File: src/rtl/rida_pkg.sv
// Shared types and constants for the RGB image distance accumulator.
// No dependencies; imported by every module of the block.
`default_nettype none

package rida_pkg;

	localparam int CHANNEL_BITS  = 8;
	localparam int FRACTION_BITS = 8;
	localparam int MAX_PIXELS    = 65536;

	localparam int SUM_W    = 33;
	localparam int CNT_W    = 17;
	localparam int THRESH_W = 17;
	localparam int RATIO_FRAC_BITS = 16;

	// sum of three squared channel differences
	localparam int SQ_W   = 2 * CHANNEL_BITS + 2;
	localparam int ROOT_W = SQ_W / 2 + FRACTION_BITS;
	localparam int SREM_W = ROOT_W + 2;

	// square root: fixed number of digit steps per cycle
	localparam int SQRT_STEPS  = 4;
	localparam int SQRT_CYCLES = (ROOT_W + SQRT_STEPS - 1) / SQRT_STEPS;
	localparam int RAD_W       = 2 * SQRT_STEPS * SQRT_CYCLES;

	localparam int DIV_BITS = SUM_W;

	localparam int QUEUE_DEPTH = 4;
	localparam int QPTR_W      = $clog2(QUEUE_DEPTH);
	localparam int QCNT_W      = $clog2(QUEUE_DEPTH + 1);

	localparam logic [CNT_W-1:0] CNT_MAX = {CNT_W{1'b1}};
	localparam logic [CNT_W-1:0] CNT_LIMIT =
		(MAX_PIXELS > ((1 << CNT_W) - 1)) ? CNT_MAX : CNT_W'(MAX_PIXELS);
	localparam logic [SUM_W-1:0] SUM_MAX = {SUM_W{1'b1}};

	// metric_mode codes
	localparam logic [1:0] MODE_TOTAL    = 2'd0;
	localparam logic [1:0] MODE_MEAN     = 2'd1;
	localparam logic [1:0] MODE_FRACTION = 2'd2;

	// register indexes
	localparam logic REG_MODE   = 1'b0;
	localparam logic REG_THRESH = 1'b1;

	typedef struct packed {
		logic            last;
		logic [SQ_W-1:0] sq;
	} pair_t;

	typedef struct packed {
		logic [1:0]          mode;
		logic [THRESH_W-1:0] threshold;
	} cfg_t;

	typedef enum logic [2:0] {
		ST_IDLE,
		ST_ROOT,
		ST_ACCUM,
		ST_SETUP,
		ST_DIV,
		ST_EMIT
	} back_state_t;

endpackage

`default_nettype wire

File: src/rtl/rgb_image_distance_accumulator.sv
// RGB image distance accumulator: top level with the register port.
// Depends on rida_pkg, rida_front, rida_queue and rida_back.
//
// Usage: pixel pairs enter on the s_* stream, one pair of 8-bit RGB pixels
// per word, with s_tlast on the final pair of an image. Each pair yields
// the Euclidean RGB distance (8 fraction bits), which is accumulated. On the
// last pair one word leaves on m_*: total, mean or fraction over threshold,
// as set by metric_mode, with the pixel count and the saturation flag; the
// accumulators then clear.
// The pair rate is set by the square root unit (four digit steps a cycle)
// plus the pop and accumulate states; the back takes no new pair before it
// has accumulated the last one. A last pair then goes through the setup
// state, the serial divider in the mean and fraction modes, and the emit
// state into the output register. A four-word queue lets the front keep
// taking pairs while the back is busy. Registers must be written only while
// the block is idle; the block itself does not enforce it. Reset clears the
// accumulators, the queue and both registers. When the receiver stalls, the
// result word holds in the output register and the back stops only once a
// second result is ready; input stalls then follow.
`default_nettype none

module rgb_image_distance_accumulator
	import rida_pkg::*;
(
	input  wire logic        clk,
	input  wire logic        arst_n,
	// s_tdata: own_red, own_green, own_blue, other_red, other_green, other_blue
	input  wire logic        s_tvalid,
	output logic             s_tready,
	input  wire logic [47:0] s_tdata,
	input  wire logic        s_tlast,
	// m_tdata: result_value[32:0], pixels_seen[49:33], zero pad[55:50]
	output logic             m_tvalid,
	input  wire logic        m_tready,
	output logic [55:0]      m_tdata,
	// m_tuser: count_overflowed
	output logic             m_tuser,
	input  wire logic        psel,
	input  wire logic        penable,
	input  wire logic        pwrite,
	input  wire logic [2:0]  paddr,
	input  wire logic [31:0] pwdata,
	output logic [31:0]      prdata,
	output logic             pready
);

	cfg_t             cfg_q;
	logic             cfg_write;
	logic             push, q_full, q_valid, pop;
	pair_t            push_data, q_head;
	logic [SUM_W-1:0] out_value;
	logic [CNT_W-1:0] out_pixels;
	logic             out_overflow;

	assign pready    = 1'b1;
	assign cfg_write = psel && penable && pwrite && pready;

	always_ff @(posedge clk or negedge arst_n) begin
		if (!arst_n) begin
			cfg_q.mode      <= MODE_TOTAL;
			cfg_q.threshold <= '0;
		end else if (cfg_write) begin
			unique case (paddr[2])
				REG_MODE:   cfg_q.mode      <= pwdata[1:0];
				REG_THRESH: cfg_q.threshold <= pwdata[THRESH_W-1:0];
				default:    ;
			endcase
		end
	end

	always_comb begin
		unique case (paddr[2])
			REG_MODE:   prdata = 32'(cfg_q.mode);
			REG_THRESH: prdata = 32'(cfg_q.threshold);
			default:    prdata = '0;
		endcase
	end

	rida_front u_front (
		.clk         (clk),
		.arst_n      (arst_n),
		.in_valid    (s_tvalid),
		.in_ready    (s_tready),
		.own_red     (s_tdata[7:0]),
		.own_green   (s_tdata[15:8]),
		.own_blue    (s_tdata[23:16]),
		.other_red   (s_tdata[31:24]),
		.other_green (s_tdata[39:32]),
		.other_blue  (s_tdata[47:40]),
		.last_pixel  (s_tlast),
		.push        (push),
		.push_data   (push_data),
		.q_full      (q_full)
	);

	rida_queue u_queue (
		.clk       (clk),
		.arst_n    (arst_n),
		.push      (push),
		.push_data (push_data),
		.full      (q_full),
		.valid     (q_valid),
		.head      (q_head),
		.pop       (pop)
	);

	rida_back u_back (
		.clk          (clk),
		.arst_n       (arst_n),
		.cfg          (cfg_q),
		.q_valid      (q_valid),
		.q_head       (q_head),
		.pop          (pop),
		.out_valid    (m_tvalid),
		.out_ready    (m_tready),
		.out_value    (out_value),
		.out_pixels   (out_pixels),
		.out_overflow (out_overflow)
	);

	assign m_tdata = {6'b0, out_pixels, out_value};
	assign m_tuser = out_overflow;

	a_no_push_when_full: assert property (@(posedge clk) disable iff (!arst_n)
		push |-> !q_full) else $error("queue written while full");

	a_pop_needs_data: assert property (@(posedge clk) disable iff (!arst_n)
		pop |-> q_valid) else $error("queue read while empty");

	a_count_in_range: assert property (@(posedge clk) disable iff (!arst_n)
		m_tvalid |-> (m_tdata[49:33] <= CNT_LIMIT))
		else $error("pixel count above limit");

endmodule

`default_nettype wire

File: src/rtl/rida_front.sv
// Front end: accepts pixel pairs and forms the squared RGB distance.
// Depends on rida_pkg; feeds rida_queue.
`default_nettype none

module rida_front
	import rida_pkg::*;
(
	input  wire logic                    clk,
	input  wire logic                    arst_n,
	input  wire logic                    in_valid,
	output logic                         in_ready,
	input  wire logic [CHANNEL_BITS-1:0] own_red,
	input  wire logic [CHANNEL_BITS-1:0] own_green,
	input  wire logic [CHANNEL_BITS-1:0] own_blue,
	input  wire logic [CHANNEL_BITS-1:0] other_red,
	input  wire logic [CHANNEL_BITS-1:0] other_green,
	input  wire logic [CHANNEL_BITS-1:0] other_blue,
	input  wire logic                    last_pixel,
	output logic                         push,
	output pair_t                        push_data,
	input  wire logic                    q_full
);

	logic                    valid_s1;
	pair_t                   pair_s1;
	logic [CHANNEL_BITS-1:0] dr, dg, db;
	logic [SQ_W-1:0]         sq;

	always_comb begin
		dr = (own_red   >= other_red)   ? own_red - other_red     : other_red - own_red;
		dg = (own_green >= other_green) ? own_green - other_green : other_green - own_green;
		db = (own_blue  >= other_blue)  ? own_blue - other_blue   : other_blue - own_blue;
		sq = SQ_W'(dr * dr) + SQ_W'(dg * dg) + SQ_W'(db * db);
	end

	assign push      = valid_s1 && !q_full;
	assign push_data = pair_s1;
	assign in_ready  = !valid_s1 || !q_full;

	always_ff @(posedge clk or negedge arst_n) begin
		if (!arst_n) begin
			valid_s1 <= 1'b0;
		end else if (in_ready) begin
			valid_s1 <= in_valid;
		end
	end

	always_ff @(posedge clk) begin
		if (in_ready && in_valid) begin
			pair_s1.sq   <= sq;
			pair_s1.last <= last_pixel;
		end
	end

endmodule

`default_nettype wire

File: src/rtl/rida_queue.sv
// Short FIFO of squared distances between the front and back ends.
// Depends on rida_pkg.
`default_nettype none

module rida_queue
	import rida_pkg::*;
(
	input  wire logic clk,
	input  wire logic arst_n,
	input  wire logic push,
	input  pair_t     push_data,
	output logic      full,
	output logic      valid,
	output pair_t     head,
	input  wire logic pop
);

	pair_t             entry_q [QUEUE_DEPTH];
	logic [QPTR_W-1:0] wr_ptr_q, rd_ptr_q;
	logic [QCNT_W-1:0] count_q;

	assign full  = (count_q == QCNT_W'(QUEUE_DEPTH));
	assign valid = (count_q != '0);
	assign head  = entry_q[rd_ptr_q];

	always_ff @(posedge clk or negedge arst_n) begin
		if (!arst_n) begin
			wr_ptr_q <= '0;
			rd_ptr_q <= '0;
			count_q  <= '0;
		end else begin
			if (push) begin
				wr_ptr_q <= wr_ptr_q + 1'b1;
			end
			if (pop) begin
				rd_ptr_q <= rd_ptr_q + 1'b1;
			end
			if (push && !pop) begin
				count_q <= count_q + 1'b1;
			end else if (pop && !push) begin
				count_q <= count_q - 1'b1;
			end
		end
	end

	always_ff @(posedge clk) begin
		if (push) begin
			entry_q[wr_ptr_q] <= push_data;
		end
	end

endmodule

`default_nettype wire

File: src/rtl/rida_back.sv
// Back end: iterative square root, accumulators, serial divider and the
// output register. Depends on rida_pkg; drains rida_queue.
`default_nettype none

module rida_back
	import rida_pkg::*;
(
	input  wire logic              clk,
	input  wire logic              arst_n,
	input  cfg_t                   cfg,
	input  wire logic              q_valid,
	input  pair_t                  q_head,
	output logic                   pop,
	output logic                   out_valid,
	input  wire logic              out_ready,
	output logic [SUM_W-1:0]       out_value,
	output logic [CNT_W-1:0]       out_pixels,
	output logic                   out_overflow
);

	back_state_t state_q, state_d;

	logic [RAD_W-1:0]  rad_q;
	logic [ROOT_W-1:0] root_q;
	logic [SREM_W-1:0] srem_q;
	logic [2:0]        step_q;
	logic              last_q;

	logic [SUM_W-1:0]  sum_q;
	logic [CNT_W-1:0]  ovr_q;
	logic [CNT_W-1:0]  pix_q;
	logic              ovf_q;

	logic [SUM_W-1:0]  quo_q;
	logic [CNT_W-1:0]  drem_q;
	logic [CNT_W-1:0]  den_q;
	logic [5:0]        bit_q;
	logic [CNT_W-1:0]  res_pix_q;
	logic              res_ovf_q;

	logic              out_valid_q;
	logic              out_free;
	logic              load_out;
	logic              needs_div;

	logic [ROOT_W-1:0] root_d;
	logic [SREM_W-1:0] srem_d;
	logic [SUM_W:0]    sum_ext;
	logic [CNT_W:0]    drem_sh;
	logic              div_ge;

	assign out_free  = !out_valid_q || out_ready;
	assign needs_div = ((cfg.mode == MODE_MEAN) || (cfg.mode == MODE_FRACTION)) &&
		(pix_q != '0);

	// SQRT_STEPS digit steps of the restoring square root per cycle
	always_comb begin
		logic [SREM_W+1:0] rem_sh;
		logic [SREM_W+1:0] trial;
		root_d = root_q;
		srem_d = srem_q;
		for (int k = 0; k < SQRT_STEPS; k++) begin
			rem_sh = {srem_d, rad_q[RAD_W-1-2*k -: 2]};
			trial  = (SREM_W + 2)'({root_d, 2'b01});
			if (rem_sh >= trial) begin
				srem_d = SREM_W'(rem_sh - trial);
				root_d = {root_d[ROOT_W-2:0], 1'b1};
			end else begin
				srem_d = SREM_W'(rem_sh);
				root_d = {root_d[ROOT_W-2:0], 1'b0};
			end
		end
	end

	always_comb begin
		sum_ext = {1'b0, sum_q} + (SUM_W + 1)'(root_q);
		drem_sh = {drem_q, quo_q[SUM_W-1]};
		div_ge  = (drem_sh >= {1'b0, den_q});
	end

	always_comb begin
		state_d = state_q;
		unique case (state_q)
			ST_IDLE:  if (q_valid) state_d = ST_ROOT;
			ST_ROOT:  if (step_q == 3'(SQRT_CYCLES - 1)) state_d = ST_ACCUM;
			ST_ACCUM: state_d = last_q ? ST_SETUP : ST_IDLE;
			ST_SETUP: state_d = needs_div ? ST_DIV : ST_EMIT;
			ST_DIV:   if (bit_q == 6'(DIV_BITS - 1)) state_d = ST_EMIT;
			ST_EMIT:  if (out_free) state_d = ST_IDLE;
			default:  state_d = ST_IDLE;
		endcase
	end

	always_comb begin
		pop      = (state_q == ST_IDLE) && q_valid;
		load_out = (state_q == ST_EMIT) && out_free;
	end

	always_ff @(posedge clk or negedge arst_n) begin
		if (!arst_n) begin
			state_q     <= ST_IDLE;
			out_valid_q <= 1'b0;
			sum_q       <= '0;
			ovr_q       <= '0;
			pix_q       <= '0;
			ovf_q       <= 1'b0;
		end else begin
			state_q <= state_d;
			if (load_out) begin
				out_valid_q <= 1'b1;
			end else if (out_ready) begin
				out_valid_q <= 1'b0;
			end
			if (state_q == ST_ACCUM) begin
				if (pix_q >= CNT_LIMIT) begin
					ovf_q <= 1'b1;
				end else begin
					pix_q <= pix_q + 1'b1;
					sum_q <= sum_ext[SUM_W] ? SUM_MAX : sum_ext[SUM_W-1:0];
					if ((root_q > cfg.threshold) && (ovr_q < CNT_MAX)) begin
						ovr_q <= ovr_q + 1'b1;
					end
				end
			end else if (state_q == ST_SETUP) begin
				sum_q <= '0;
				ovr_q <= '0;
				pix_q <= '0;
				ovf_q <= 1'b0;
			end
		end
	end

	always_ff @(posedge clk) begin
		unique case (state_q)
			ST_IDLE: begin
				rad_q  <= RAD_W'({q_head.sq, {(2 * FRACTION_BITS){1'b0}}});
				root_q <= '0;
				srem_q <= '0;
				step_q <= '0;
				last_q <= q_head.last;
			end
			ST_ROOT: begin
				rad_q  <= rad_q << (2 * SQRT_STEPS);
				root_q <= root_d;
				srem_q <= srem_d;
				step_q <= step_q + 1'b1;
			end
			ST_SETUP: begin
				res_pix_q <= pix_q;
				res_ovf_q <= ovf_q;
				den_q     <= pix_q;
				drem_q    <= '0;
				bit_q     <= '0;
				if (cfg.mode == MODE_TOTAL) begin
					quo_q <= sum_q;
				end else if (cfg.mode == MODE_MEAN && pix_q != '0) begin
					quo_q <= sum_q;
				end else if (cfg.mode == MODE_FRACTION && pix_q != '0) begin
					quo_q <= SUM_W'({ovr_q, {RATIO_FRAC_BITS{1'b0}}});
				end else begin
					quo_q <= '0;
				end
			end
			ST_DIV: begin
				drem_q <= div_ge ? CNT_W'(drem_sh - {1'b0, den_q}) : drem_sh[CNT_W-1:0];
				quo_q  <= {quo_q[SUM_W-2:0], div_ge};
				bit_q  <= bit_q + 1'b1;
			end
			default: begin
			end
		endcase
		if (load_out) begin
			out_value    <= quo_q;
			out_pixels   <= res_pix_q;
			out_overflow <= res_ovf_q;
		end
	end

	assign out_valid = out_valid_q;

endmodule

`default_nettype wire

File: config.mk
export PLATFORM = sky130hd
export DESIGN_NAME = rgb_image_distance_accumulator
export DESIGN_NICKNAME = d
export VERILOG_FILES = /design/src/rtl/rida_pkg.sv /design/src/rtl/rgb_image_distance_accumulator.sv /design/src/rtl/rida_front.sv /design/src/rtl/rida_queue.sv /design/src/rtl/rida_back.sv
export SDC_FILE = /design/constraint.sdc
export NUM_CORES = 1
export LEC_CHECK = 0
export BUFFER_PORTS_ARGS = -buffer_cell sky130_fd_sc_hd__buf_2
export CELL_PAD_IN_SITES_DETAIL_PLACEMENT = 2
export CELL_PAD_IN_SITES_GLOBAL_PLACEMENT = 2
export CORE_UTILIZATION = 44
export DETAILED_ROUTE_END_ITERATION = 6
export GPL_ROUTABILITY_DRIVEN = 0
export PLACE_DENSITY = 0.86
export REMOVE_ABC_BUFFERS = 1
export SLEW_MARGIN = 20
export SYNTH_ARGS = -nofsm -noshare
export SYNTH_HDL_FRONTEND = slang
export SYNTH_SLANG_ARGS = --single-unit
File: constraint.sdc
create_clock -name clk -period 15.8 [get_ports clk]
set_clock_uncertainty 0.05 [all_clocks]
set_input_delay 3.16 -clock clk [delete_from_list [all_inputs] [get_ports clk]]
set_output_delay 3.16 -clock clk [all_outputs]
set_load 0.02 [all_outputs]
* Yosys cells after proc, flatten, opt, wreduce, memory -nomap -nowiden
Memories as Yosys holds them, arrays and structs flattened. Index checks and enable logic that the tools add are counted.
Cells by class: add/sub/neg operators 22, $mul 3, magnitude comparators 11, equal/unequal tests 17, multiplexer cells 49, bitwise gates (word level) 1, reductions and logical operators 35
Operators by type and width (number):
- 2-to-1 mux 33 bit | 7
- 2-to-1 mux 17 bit | 7
- greater-or-equal comparator 21 x 19 -> 1 bit | 4
- case mux 40 bit (2 select lines) | 1
- 2-to-1 mux 19 bit | 4
- subtractor 19 bit | 4
- case mux 17 bit (2 select lines) | 2
- case mux 33 bit (2 select lines) | 1
- case mux 32 bit (2 select lines) | 1
- multiplier 8 x 8 -> 16 bit | 3
- subtractor 8 bit | 6
- case mux 19 bit (2 select lines) | 1
- adder 17 x 1 -> 17 bit (second input constant) | 2
- adder 33 x 17 -> 34 bit | 1
- greater-or-equal comparator 8 bit | 3
- 2-to-1 mux 8 bit | 3
- adder 18 x 16 -> 18 bit | 1
- greater-or-equal comparator 18 x 17 -> 1 bit | 1
- 2-to-1 mux 3 bit | 6
- case mux 3 bit (6 select lines) | 1
- adder 16 x 16 -> 17 bit | 1
- greater-or-equal comparator 17 bit (second input constant) | 1
- greater-than comparator 17 bit | 1
- < comparator 17 bit (second input constant) | 1
- 29 further kinds | 75
Word-level totals: register bits after elaboration 323, bits in writable memories 76, bits of input ports 91, output and inout bits 92, memories kept 1
Memories:
- u_queue.entry_q | words 4, bits a word 19, rd ports 1, clocked after Yosys merged registers in 0, write ports 1, RTL line rida_queue.sv:18 | pair_t entry_q [QUEUE_DEPTH];

* Logic depth before layout (Yosys ltp)
word-level depth 9, depth in mapped cells 53, depth with buffers taken out 53

* By module
Synthesis repeated with hierarchy kept, for this count alone.
Unflattened totals: cell total of the unflattened synthesis 3034, area total of the unflattened synthesis 30156.4 µm²
Modules (own cells, without submodules):
- rida_back | instances 1, cells an instance 1907, area each 17684.5 µm²
- rida_front | instances 1, cells an instance 910, area each 8261.7 µm²
- rida_queue | instances 1, cells an instance 133, area each 3138.0 µm²
- rgb_image_distance_accumulator | instances 1, cells an instance 84, area each 1072.3 µm²

* Worst setup path before layout
OpenSTA, ideal clock, no wires.
path kind input to register, start in s_tdata[0], end reg u_front.pair_s1, in the netlist u_front.push_data[17] (data pin), setup time 0.258 ns, data arrival time 14.351 ns, slack 1.141 ns, stages on the path 52, buffers on the path 0, cell sequence inv_1 > ha_1 > inv_1 > fa_1 > a21o_1 > a21o_1 > a21o_1 > a211oi_1 > o21bai_1 > a21oi_1 > mux2i_1 > a221oi_1 > o21ai_0 > a221oi_1 > o21ai_0 > xnor2_1 > nor2_1 > inv_1 > [... 16 more ...] > fa_1 > inv_1 > fa_1 > inv_1 > ha_1 > a21boi_0 > o21ai_0 > a21boi_0 > o21ai_0 > nand2b_1 > a21o_1 > a21o_1 > a21oi_1 > nor2_1 > o21ai_0 > nand2b_1 > a21oi_1 > xnor2_1
Between the ends: word-level cells in the longest chain between the ends 5, elaborated cells between the ends (all ways) 7, classes of those cells add/sub: 4; mul: 1; order compare: 1; mux: 1
RTL lines:
- start, declared | RTL line rgb_image_distance_accumulator.sv:30 | input wire logic [47:0] s_tdata,
- subtractor 8 bit / greater-or-equal comparator 8 bit (equally long branches) | RTL line rida_front.sv:30 | dr = (own_red >= other_red) ? own_red - other_red : other_red - own_red;
- 2-to-1 mux 8 bit (*) | RTL line rida_front.sv:30
- multiplier 8 x 8 -> 16 bit (*) | RTL line rida_front.sv:33 | sq = SQ_W'(dr * dr) + SQ_W'(dg * dg) + SQ_W'(db * db);
- adder 16 x 16 -> 17 bit (*) | RTL line rida_front.sv:33
- adder 18 x 16 -> 18 bit (*) | RTL line rida_front.sv:33
- named net u_front.sq[17] | RTL line rida_front.sv:27 | logic [SQ_W-1:0] sq;
- end, declared | RTL line rida_front.sv:25 | pair_t pair_s1;
Mark *: on every way through the listed nets, which the timed path passes. The rest lies on a longest branch. A chain may end at the register's enable or synchronous reset.

* Worst setup path after layout
start in s_tdata[8], end reg u_front.pair_s1, in the netlist u_front.push_data[17] (data pin)
Between the ends: word-level cells in the longest chain between the ends 5, elaborated cells between the ends (all ways) 7, classes of those cells add/sub: 4; mul: 1; order compare: 1; mux: 1
RTL lines:
- subtractor 8 bit / greater-or-equal comparator 8 bit (equally long branches) | RTL line rida_front.sv:31 | dg = (own_green >= other_green) ? own_green - other_green : other_green - own_green;
- 2-to-1 mux 8 bit (*) | RTL line rida_front.sv:31
- multiplier 8 x 8 -> 16 bit (*) | RTL line rida_front.sv:33
- adder 16 x 16 -> 17 bit (*) | RTL line rida_front.sv:33
- adder 18 x 16 -> 18 bit (*) | RTL line rida_front.sv:33
- named net u_front.sq[17] | RTL line rida_front.sv:27
Marked as above.

==> impl_results.md <==
* Post-layout instance count excluding filler cells at between 3000 and 4000
* Hold Fails Final Rpt at 0
* Largest area contributor in the synthesized netlist: sky130_fd_sc_hd__edfxtp_1
* Residual DRC at 0
* Status: complete, but fails checks
* Crit-path max cell delay at slightly below 600 ps
* Die Height at 259 um
* Final routed wire length divided by cell count at about 27 um
* Final clock period utilization by the worst path at 1.01
* Highest-delay cell along the critical path: sky130_fd_sc_hd__fa_1
* Final Critical Period at 15920 ps
* Setup slack after layout at -123 ps
* Post-Syn Instances at between 2000 and 3000
* Growth of design area from synthesis to finish at 10.8%
* Initial core utilization at 0.448
* Floorplan die width at 259 um
* Share of synthesized registers carrying an async set or reset at 0.258
* Die area at about 67000 sq um
* Sort of element at the end of the critical path: flip-flop
* Detail-routed via count per cell at 5.91
* Root buffer cell: sky130_fd_sc_hd__clkbuf_16
* Slew at the pin closest to its max-slew limit at 1230 ps
* Yosys top cell area share at 0.293
* Total global routing overflow at 0
* Number of distinct library cells after synthesis at 82
* Crit path arrival time at 16190 ps
* Std-Cell Core Area at 64900 sq um
* Maximum frequency from static timing analysis at roughly 0.063 GHz
* First-iteration detailed-routing DRC count at between 1000 and 1500
* Cts bufs inserted at 43
* Area of the mapped netlist at 29100 sq um
* Cell mode on critical path: sky130_fd_sc_hd__inv_1
* Max Root-Sink Buffers at 3
* Total Routing Usage GR at 0.305
* Pin count of the biggest net entering global routing at 73
* Average size of a mapped cell at 9.99 sq um
* Clock slew seen by the registers of the worst setup and hold paths at 70 ps
* Setup TNS at -123 ps
* Synthesis-stage register bit count at 383
* Residual antenna-violating net count after detailed routing at 0
* Count of max-cap constraint violations at 0
* Most instantiated library cell after synthesis: sky130_fd_sc_hd__inv_1
* Final Max Slew Viols at 0
* Number of hold-repair buffers added at the cts stage at 0
* Total instance count after detailed placement at 3859
* Violated checks: negative setup slack
* Share of synthesized area occupied by flip-flops and latches at 0.378
* Class of the most critical hold timing path: flip-flop to flip-flop
* Final setup fails at 1
* Via count of the first global-routing pass at 26397
* Count of flip-flops with a built-in enable after synthesis at 284
* Sum of routed wire length over all layers at 106 mm
* Clock H-tree levels at 2
* Number of input and output port buffers inserted at roughly 140
* Commonest cells post-synth: sky130_fd_sc_hd__inv_1, sky130_fd_sc_hd__edfxtp_1, sky130_fd_sc_hd__ha_1
* First-pass GRT wire length at 158 mm
* Data required time of the worst path at 16070 ps
* Std cell rows at between 90 and 100
* Largest fanout on the critical path at 8
* Most instantiated flip-flop cell in the synthesis netlist: sky130_fd_sc_hd__edfxtp_1
* Final core area utilization at 0.497
* Critical Setup Path Class: input pin to flip-flop
* I/O pin total at 183
* Number of antenna violations at the first check in global routing at 0
* CTS tree: built
* Post-layout nets at ~3600
* First-pass detailed-route iteration total at 5
* Antenna Diode Count at 0
* Detailed-route via count at ~23000
* HPWL after DPL at roughly 75 mm
* Clock latency reported for the late side of the worst-skew pair at 580 ps
* Sort of element at the start of the critical path: input pin
* Yosys synthesis warning count at 0
* Share of final-layout standard cells stronger than drive strength 1 at 0.113
* Largest cells by area after synthesis: sky130_fd_sc_hd__edfxtp_1, sky130_fd_sc_hd__ha_1, sky130_fd_sc_hd__fa_1
* CTS sink cnt at 383
* Relative slew slack at 0.178
[sequential cells by signal, indices dropped and copies added, names as in the netlist, 3 cells and up]
signal,count
u_back.srem_q,19
u_back.pix_q,17
u_back.den_q,17
u_back.rad_q,24
u_front.push_data,19
u_back.out_pixels,17
u_back.bit_q,6
u_back.drem_q,17
u_back.step_q,3
u_back.out_value,33
cfg_q,19
u_queue.count_q,3
u_back.quo_q,33
u_back.root_q,17
u_back.sum_q,33
u_back.state_q,3
u_back.ovr_q,17
u_queue.entry_q,76
[cells by family (layout without fill, tap and decap cells)]
group                      after synthesis  in the layout  synth area share
and+or+nand+nor                        787            787             0.128
AOI/OAI and AO/OA                      585            585             0.130
buffers and inverters                  498            659            0.0680
adders and majority gates              406            406             0.207
DFF                                    383            383             0.378
xor gates and xnor gates               167            167            0.0502
muxes                                   85             85            0.0389
other                                    2             22          0.000258
[path summary, 6_finish.rpt]
path / start / to / slack, ps / cells past startpoint
worst min register to register: u_back.quo_q[19]$_DFFE_PP_ / u_back.out_value[19]$_DFFE_PP_ / 410 / 0
min in group asynchronous: arst_n / u_back.pix_q[11]$_DFFE_PN0P_ / 2530 / 1
worst max register to register: u_back.root_q[2]$_SDFFCE_PN0P_ / u_back.srem_q[9]$_SDFFCE_PN0P_ / 2440 / 39
worst min-delay path: u_back.quo_q[19]$_DFFE_PP_ / u_back.out_value[19]$_DFFE_PP_ / 410 / 0
max in group asynchronous: arst_n / cfg_q[3]$_DFFE_PN0P_ / 11840 / 2
worst max-delay path: s_tdata[8] / u_front.push_data[17]$_DFFE_PP_ / -120 / 55
[through the flow]
stage | hold slack, ps | instance area, sq um | setup slack (ps)
after global routing | 416 | 32300 | -488
after CTS | 410 | 32100 | 52.8
after floorplan | 350 | 28700 | 597
after global placement | 384 | 30800 | 376
after detailed placement | 391 | 30800 | -477
final | 409 | 32300 | -123
[metal layers]
metal,track usage,wire (um),vias up
met1,0.363,42100,12116
met3,0.0322,3840,248
met4,0.103,4160,0
li1,-,-,10330
met5,0,0,-
met2,0.567,56100,652
[layout make-up]
type                    instances  area (sq um)
multi-input cells            2052         16300
clock buffers                  60          1180
repair buffers                189          1070
flip-flops and latches        383         11000
inverters                     391          1470
well taps                     855          1070
fillers                      6775         32700
clock inverters                19           183
[worst max-delay path: cells and delay by family]
kind            cells  cell delay (ps)
compound gates     20             4340
xor+xnor            3              780
fa+ha+maj          14             6050
buf+inv            12             1140
mux                 1               80
simple gates        5              610
[cells in the final DEF, fill, tap and decap left out, types with 10 or more instances in the layout]
master                      synthesis  layout
sky130_fd_sc_hd__nand2b_1          31      29
sky130_fd_sc_hd__nor4_1            10      10
sky130_fd_sc_hd__xor2_1            62      62
sky130_fd_sc_hd__clkbuf_16          0      43
sky130_fd_sc_hd__and2_1            43      42
sky130_fd_sc_hd__a21o_1            78      78
sky130_fd_sc_hd__and3_1            16      15
sky130_fd_sc_hd__a21oi_1          174     171
sky130_fd_sc_hd__nand3_1           75      75
sky130_fd_sc_hd__buf_4             22      45
sky130_fd_sc_hd__o21ai_0          114     108
sky130_fd_sc_hd__o21bai_1          20      20
sky130_fd_sc_hd__xnor2_1          105     103
sky130_fd_sc_hd__mux2i_1           31      31
sky130_fd_sc_hd__mux2_2            35      35
sky130_fd_sc_hd__a21boi_0          22      21
sky130_fd_sc_hd__nor2_1           252     250
sky130_fd_sc_hd__nor2b_1           25      25
sky130_fd_sc_hd__a211o_1           11      11
sky130_fd_sc_hd__nor3_1            27      26
sky130_fd_sc_hd__edfxtp_1         284     284
sky130_fd_sc_hd__conb_1             2      22
sky130_fd_sc_hd__a211oi_1          18      18
sky130_fd_sc_hd__buf_2              0     142
sky130_fd_sc_hd__dfrtp_1           99      99
sky130_fd_sc_hd__a31oi_1           40      40
sky130_fd_sc_hd__nand2_1          208     206
sky130_fd_sc_hd__nand4_1           34      34
sky130_fd_sc_hd__ha_1             281     281
sky130_fd_sc_hd__fa_1             125     125
sky130_fd_sc_hd__or2_2             10      10
sky130_fd_sc_hd__o211ai_1          13      13
sky130_fd_sc_hd__clkbuf_1          76      13
sky130_fd_sc_hd__inv_1            389     389
sky130_fd_sc_hd__o21a_1            24      24
sky130_fd_sc_hd__mux4_2            19      19
sky130_fd_sc_hd__or3_1             20      20
[what timing repair did]
item | 4_1_cts | 5_1_grt
endpoints found under the setup margin | 1 | 4
pin swaps | 0 | 6
hold endpoints to repair | 0 | 0
gates resized for setup | 4 | 14
buffers inserted | 0 | 10
Power is left out: the tool's default activity adds up to more than one toggle a clock period on the data nets, which glitch-free logic cannot reach.
